## config.mk

```make
export PLATFORM = sky130hd
export DESIGN_NAME = psp_front_flat
export DESIGN_NICKNAME = d
export VERILOG_FILES = /design/src/rtl/core/psp_pkg.sv /design/src/rtl/core/psp_if.sv /design/src/rtl/core/psp_front.sv /design/src/flat_wrapper.sv
export SDC_FILE = /design/constraint.sdc
export NUM_CORES = 1
export LEC_CHECK = 0
export BUFFER_PORTS_ARGS = -buffer_cell sky130_fd_sc_hd__buf_2
export CORE_MARGIN = 4
export CORE_UTILIZATION = 45
export DETAILED_ROUTE_END_ITERATION = 16
export PLACE_DENSITY = 0.7
export SETUP_SLACK_MARGIN = 0.15
export SLEW_MARGIN = 20
export SYNTH_ARGS = -nofsm -noshare
export SYNTH_HDL_FRONTEND = slang
export SYNTH_SLANG_ARGS = --single-unit
```

## constraint.sdc

```tcl
create_clock -name clock -period 24.1 [get_ports clock]
set_input_delay 4.82 -clock clock [delete_from_list [all_inputs] [get_ports clock]]
set_output_delay 4.82 -clock clock [all_outputs]
set_load 0.02 [all_outputs]
```

## src/rtl/core/psp_pkg.sv

```systemverilog
// ----------------------------------------------------------------------------
// psp_pkg: shared types and constants for point_screen_projection
// Field widths, item kinds, register indexes and a saturation helper.
// ----------------------------------------------------------------------------
package psp_pkg;

   // matrix and arithmetic sizes
   localparam int MATRIX_ENTRIES = 16;
   localparam int MAT_IDX_W      = $clog2(MATRIX_ENTRIES);
   localparam int DIM            = 4;
   localparam int Q_W            = 32;
   localparam int TERM_W         = 48;
   localparam int ACC_W          = 50;
   localparam int NUM_W          = 48;
   localparam int DEN_W          = 33;
   localparam int QUO_BITS       = 16;
   localparam int REM_W          = DEN_W + QUO_BITS;
   localparam int DIV_STAGES     = QUO_BITS + 1;
   localparam int SIZE_W         = 14;
   localparam int PIX_W          = 16;

   // input modes
   localparam logic [1:0] MODE_VIEW_WR  = 2'd0;
   localparam logic [1:0] MODE_PROJ_WR  = 2'd1;
   localparam logic [1:0] MODE_POINT    = 2'd2;

   // configuration registers
   localparam int CSR_INDEX_W = 1;
   localparam int CSR_DATA_W  = SIZE_W;
   localparam logic [CSR_INDEX_W-1:0] CSR_VIEWPORT_WIDTH  = 1'b0;
   localparam logic [CSR_INDEX_W-1:0] CSR_VIEWPORT_HEIGHT = 1'b1;
   localparam logic [SIZE_W-1:0] VIEWPORT_WIDTH_RST  = 14'd1920;
   localparam logic [SIZE_W-1:0] VIEWPORT_HEIGHT_RST = 14'd1080;

   // queue between front and back
   localparam int QUEUE_DEPTH = 2;
   localparam int QPTR_W      = $clog2(QUEUE_DEPTH);
   localparam int QCNT_W      = $clog2(QUEUE_DEPTH + 1);

   typedef enum logic [1:0] {
      KIND_VIEW_WR,
      KIND_PROJ_WR,
      KIND_POINT
   } item_kind_type;

   typedef struct packed {
      item_kind_type         kind;
      logic [MAT_IDX_W-1:0]  coef_index;
      logic signed [Q_W-1:0] coef_value;
      logic signed [Q_W-1:0] point_x;
      logic signed [Q_W-1:0] point_y;
      logic signed [Q_W-1:0] point_z;
   } item_type;

   // saturate an accumulated sum to signed q16.16
   function automatic logic signed [Q_W-1:0] sat32(input logic signed [ACC_W-1:0] v);
      logic signed [Q_W-1:0] res;
      if (v[ACC_W-1:Q_W-1] != {(ACC_W-Q_W+1){v[ACC_W-1]}}) begin
         res = v[ACC_W-1] ? {1'b1, {(Q_W-1){1'b0}}} : {1'b0, {(Q_W-1){1'b1}}};
      end else begin
         res = v[Q_W-1:0];
      end
      return res;
   endfunction

endpackage

```

## src/rtl/core/psp_if.sv

```systemverilog
// ----------------------------------------------------------------------------
// psp_if: request and response channels of point_screen_projection
// Valid/ready channels carrying one item each.
// ----------------------------------------------------------------------------
interface psp_req_if;
   logic                                valid;
   logic                                ready;
   logic [1:0]                          mode;
   logic [psp_pkg::MAT_IDX_W-1:0]       coef_index;
   logic signed [psp_pkg::Q_W-1:0]      coef_value;
   logic signed [psp_pkg::Q_W-1:0]      point_x;
   logic signed [psp_pkg::Q_W-1:0]      point_y;
   logic signed [psp_pkg::Q_W-1:0]      point_z;

   modport source (output valid, mode, coef_index, coef_value, point_x, point_y, point_z,
                   input ready);
   modport sink   (input valid, mode, coef_index, coef_value, point_x, point_y, point_z,
                   output ready);
endinterface


```

## src/rtl/core/psp_front.sv

```systemverilog
// ----------------------------------------------------------------------------
// psp_front: request intake
// Accepts items, classifies them by mode and queues them for the back end.
// ----------------------------------------------------------------------------
module psp_front (
   input  logic               clock,
   input  logic               reset,
   psp_req_if.sink            req_bus,
   input  logic               pop,
   output logic               head_valid,
   output psp_pkg::item_type  head_item
);

   logic [psp_pkg::QCNT_W-1:0] count_ff, count_in;
   logic [psp_pkg::QPTR_W-1:0] wr_ptr_ff, wr_ptr_in;
   logic [psp_pkg::QPTR_W-1:0] rd_ptr_ff, rd_ptr_in;
   psp_pkg::item_type          entry_ff [psp_pkg::QUEUE_DEPTH];
   psp_pkg::item_type          new_item;
   logic                       accept;
   logic                       push;
   logic                       known;

   // classify by mode, unused mode is dropped
   always_comb begin
      new_item.coef_index = req_bus.coef_index;
      new_item.coef_value = req_bus.coef_value;
      new_item.point_x    = req_bus.point_x;
      new_item.point_y    = req_bus.point_y;
      new_item.point_z    = req_bus.point_z;
      known               = 1'b1;
      case (req_bus.mode)
         psp_pkg::MODE_VIEW_WR: new_item.kind = psp_pkg::KIND_VIEW_WR;
         psp_pkg::MODE_PROJ_WR: new_item.kind = psp_pkg::KIND_PROJ_WR;
         psp_pkg::MODE_POINT:   new_item.kind = psp_pkg::KIND_POINT;
         default: begin
            new_item.kind = psp_pkg::KIND_POINT;
            known         = 1'b0;
         end
      endcase
   end

   assign req_bus.ready = (count_ff != psp_pkg::QCNT_W'(psp_pkg::QUEUE_DEPTH));
   assign accept        = req_bus.valid && req_bus.ready;
   assign push          = accept && known;
   assign head_valid    = (count_ff != '0);
   assign head_item     = entry_ff[rd_ptr_ff];

   // queue pointers and fill count
   always_comb begin
      wr_ptr_in = push ? wr_ptr_ff + 1'b1 : wr_ptr_ff;
      rd_ptr_in = pop  ? rd_ptr_ff + 1'b1 : rd_ptr_ff;
      count_in  = count_ff;
      if (push && !pop) begin
         count_in = count_ff + 1'b1;
      end else if (pop && !push) begin
         count_in = count_ff - 1'b1;
      end
   end

   always_ff @(posedge clock) begin
      if (reset) begin
         count_ff  <= '0;
         wr_ptr_ff <= '0;
         rd_ptr_ff <= '0;
      end else begin
         count_ff  <= count_in;
         wr_ptr_ff <= wr_ptr_in;
         rd_ptr_ff <= rd_ptr_in;
      end
   end

   // queue storage
   always_ff @(posedge clock) begin
      if (push) begin
         entry_ff[wr_ptr_ff] <= new_item;
      end
   end

endmodule

```

## src/flat_wrapper.sv

```systemverilog
// flat-port wrapper written by rule: the top's interface ports become plain ports
module psp_front_flat 
  (clock, reset, pop, head_valid, head_item, req_bus_valid, req_bus_mode, req_bus_coef_index, req_bus_coef_value, req_bus_point_x, req_bus_point_y, req_bus_point_z, req_bus_ready);
  psp_req_if req_bus_i ();
  input  logic clock;
  input  logic reset;
  input  logic pop;
  output logic head_valid;
  output psp_pkg::item_type head_item;
  input wire logic [$bits(req_bus_i.valid)-1:0] req_bus_valid;
  input wire logic [$bits(req_bus_i.mode)-1:0] req_bus_mode;
  input wire logic [$bits(req_bus_i.coef_index)-1:0] req_bus_coef_index;
  input wire logic [$bits(req_bus_i.coef_value)-1:0] req_bus_coef_value;
  input wire logic [$bits(req_bus_i.point_x)-1:0] req_bus_point_x;
  input wire logic [$bits(req_bus_i.point_y)-1:0] req_bus_point_y;
  input wire logic [$bits(req_bus_i.point_z)-1:0] req_bus_point_z;
  output wire logic [$bits(req_bus_i.ready)-1:0] req_bus_ready;
  assign req_bus_i.valid = req_bus_valid;
  assign req_bus_i.mode = req_bus_mode;
  assign req_bus_i.coef_index = req_bus_coef_index;
  assign req_bus_i.coef_value = req_bus_coef_value;
  assign req_bus_i.point_x = req_bus_point_x;
  assign req_bus_i.point_y = req_bus_point_y;
  assign req_bus_i.point_z = req_bus_point_z;
  assign req_bus_ready = req_bus_i.ready;
  psp_front u_core (.clock(clock), .reset(reset), .req_bus(req_bus_i), .pop(pop), .head_valid(head_valid), .head_item(head_item));
endmodule
```

==> summary.txt <==
Clock tree
  • Root Driver: clkbuf_16
  • Resize count post-CTS: 0
  • TritonCTS buffer count: 27
  • CTS tree: built
  • Clock transition at path regs: 0.06 ns
  • CTS Buffer Depth: 3
  • Worst skew pair latency: 0.52 ns
  • Cts hold-fix bufs: 0
  • Htree depth: 1
  • Number of sinks on the clock net: 273
  • Setup Buffers After CTS: 0

STA
  • Final Critical Period: 7.29 ns
  • Setup-failing EPs final: 0
  • Slew Viols, Final: 0
  • Clock Skew: 0.0191 ns
  • Max Clk Rate: 137 MHz
  • Rel. slew slack: 38.3%
  • Final worst slack: 16.81 ns
  • Slew @ Worst Pin: 0.926 ns
  • Hold Violations, Final: 0
  • RSZ-0062 raised after global routing: no
  • Setup TNS: 0 ns
  • Final period util: 30.3%

Die
  • Die height: 158 um
  • Core Box Area: 0.0220 mm2
  • Initial core utilization: 46.1%
  • # rows: 54
  • Die outline width: 158 um
  • Die area: 0.0250 mm2
  • IO Pins: 274

Place
  • Placer congestion estimate: 0.744
  • Cells after DPL: 986
  • Post-DP HPWL: 12.8 mm
  • Setup WS pre-CTS: 16.72 ns
  • # port buffers: 273

Global route
  • Antenna violations before repair: 2
  • Vias in the first global route: 5399
  • Grt total ovfl: 0
  • Largest net degree at the start of global routing: 87
  • First-pass GRT wire length: 28.3 mm
  • Tot GR Track Use: 14.5%

Layout
  • Most common cell after layout, fill and taps aside: buf_2
  • P&R area growth vs syn: 25.3%
  • Fin cells: 1035
  • Commonest cells after routing, fill and taps aside: 273 x buf_2, 268 x edfxtp_1, 75 x mux2_2, 60 x mux2_4, 27 x clkbuf_16
  • Share of cells above drive strength 1: 60.3%
  • Nets: 874

Drt
  • Vias per std cell: 4.89
  • DR DRC count: 0
  • Detail Route Antenna Nets: 0
  • Initial DRC count: 222
  • Via count: 5058
  • WL/cell: 18.6 um
  • Routed WL: 19.2 mm
  • First-pass iteration count of the detailed router: 4

Synthesis
  • Syn_nets: 583
  • Yosys cell types: 21
  • Synth Cell Area: 0.0102 mm2
  • Synthesized netlist cell count: 444
  • Synth warnings: 0
  • Seq/Total Area, Yosys: 80.2%
  • #FFs+latches synth: 273
  • Synth Area per Inst: 22.9 um2

Critical path
  • Crit path launch type: flip-flop
  • Top delay family on crit path: buffers and inverters
  • Worst path cell trace: buf_4, mux2_2, buf_2
  • Worst Path Class, Setup: flip-flop to output pin
  • CP Capture Type: output pin
  • Critical Path RT: 19.28 ns
  • Worst-path fanout max: 52
  • CP arrival: 2.47 ns
  • CP bufs+invs: 2
  • Slowest cell on the critical path: buf_4
  • Slowest stage delay, CP: 0.78 ns

Power
  • PD cells: 92.3 mW/mm2
  • Total power: 1.17 mW
  • Static leakage: 4.87 nW
  • Worst vdd ir: 0.0669 mV

Run status
  • Outcome: finished clean

Min path
  • Min-delay worst type: flip-flop to flip-flop

Flow run
  • Max Cap Violations: 0
cell families (layout without fill, tap and decap cells):
logic type,after synthesis,in the layout,share of synthesized area [%]
adders and majority gates,1,1,0.123
xor gates and xnor gates,3,3,0.259
other,0,1,0
buffers and inverters,17,327,1.31
AOI/OAI and AO/OA,2,2,0.0985
and+or+nand+nor,13,13,0.801
DFF,273,273,80.2
muxes,135,135,17.2
path summary, 6_finish.rpt:
kind / startpoint / to / slack (ns) / cells after the start
setup / recovery: flip-flop / head_item[107] / 16.81 / 3
hold / removal: u_core.count_ff[1]$_SDFFE_PP0P_ / u_core.count_ff[1]$_SDFFE_PP0P_ / 0.54 / 2
setup reg to reg: u_core.count_ff[0]$_SDFFE_PP0P_ / u_core.entry_ff[0][110]$_DFFE_PP_ / 21.42 / 5
hold reg to reg: u_core.count_ff[1]$_SDFFE_PP0P_ / u_core.count_ff[1]$_SDFFE_PP0P_ / 0.54 / 2
tightest hold or removal path, stage by stage (launching register included):
cell and delay (ns):
dfxtp_1 0.35, o21ai_0 0.09, a21oi_1 0.06
routing by layer:
layer | GRT usage [%] | vias to the layer above | routed length, um
li1 | - | 2345 | -
met2 | 25.0 | 203 | 9640
met4 | 4.06 | 2 | 465
met1 | 17.4 | 2470 | 7450
met5 | 0 | - | 7
met3 | 4.73 | 38 | 1670
area by class of cell:
cell class	instances	area, um2
antenna	1	2.50
clock buffer	33	698
timing repair buffer	278	1410
inverter	1	3.75
multi-input combinational	154	1890
tap	280	350
clock inverter	15	218
fill	1680	9310
sequential	273	8150
metrics by stage:
stage          hold slack, ns  util, %  area [um2]
6_report                0.543     57.8       12700
2_1_floorplan           0.480        -       10200
4_1_cts                 0.550     57.7       12700
3_5_place_dp            0.528     53.6       11800
3_3_place_gp            0.500     53.6       11800
5_1_grt                 0.606     57.8       12700
sequential cells by signal, indices dropped and copies added (netlist names), named ones only:
signal	count
u_core.entry_ff	268
u_core.count_ff	2
u_core.rd_ptr_ff	1
u_core.wr_ptr_ff	1
cells in the mapped netlist:
cell,count,area [um2]
nand2b_4,1,13.8
o21ai_0,1,5.00
nor2_1,4,15.0
mux2_4,60,901
buf_2,7,35.0
nand2_1,1,3.75
and3_4,1,11.3
dfxtp_1,5,100
xor2_1,2,17.5
nor2b_1,3,18.8
xnor2_1,1,8.76
buf_6,8,90.1
mux2_2,75,845
or2_2,1,6.26
clkbuf_1,1,3.75
inv_1,1,3.75
and2_1,1,6.26
a21oi_1,1,5.00
ha_1,1,12.5
or3_1,1,6.26
edfxtp_1,268,8050
report_power, final:
part,switching [mW],internal (mW),total (mW)
Clock,0.163,0.268,0.431
Sequential,0.0106,0.567,0.577
Combinational,0.0982,0.0685,0.167
Total,0.271,0.903,1.17
No activity file was read; power rests on OpenSTA's default activity.
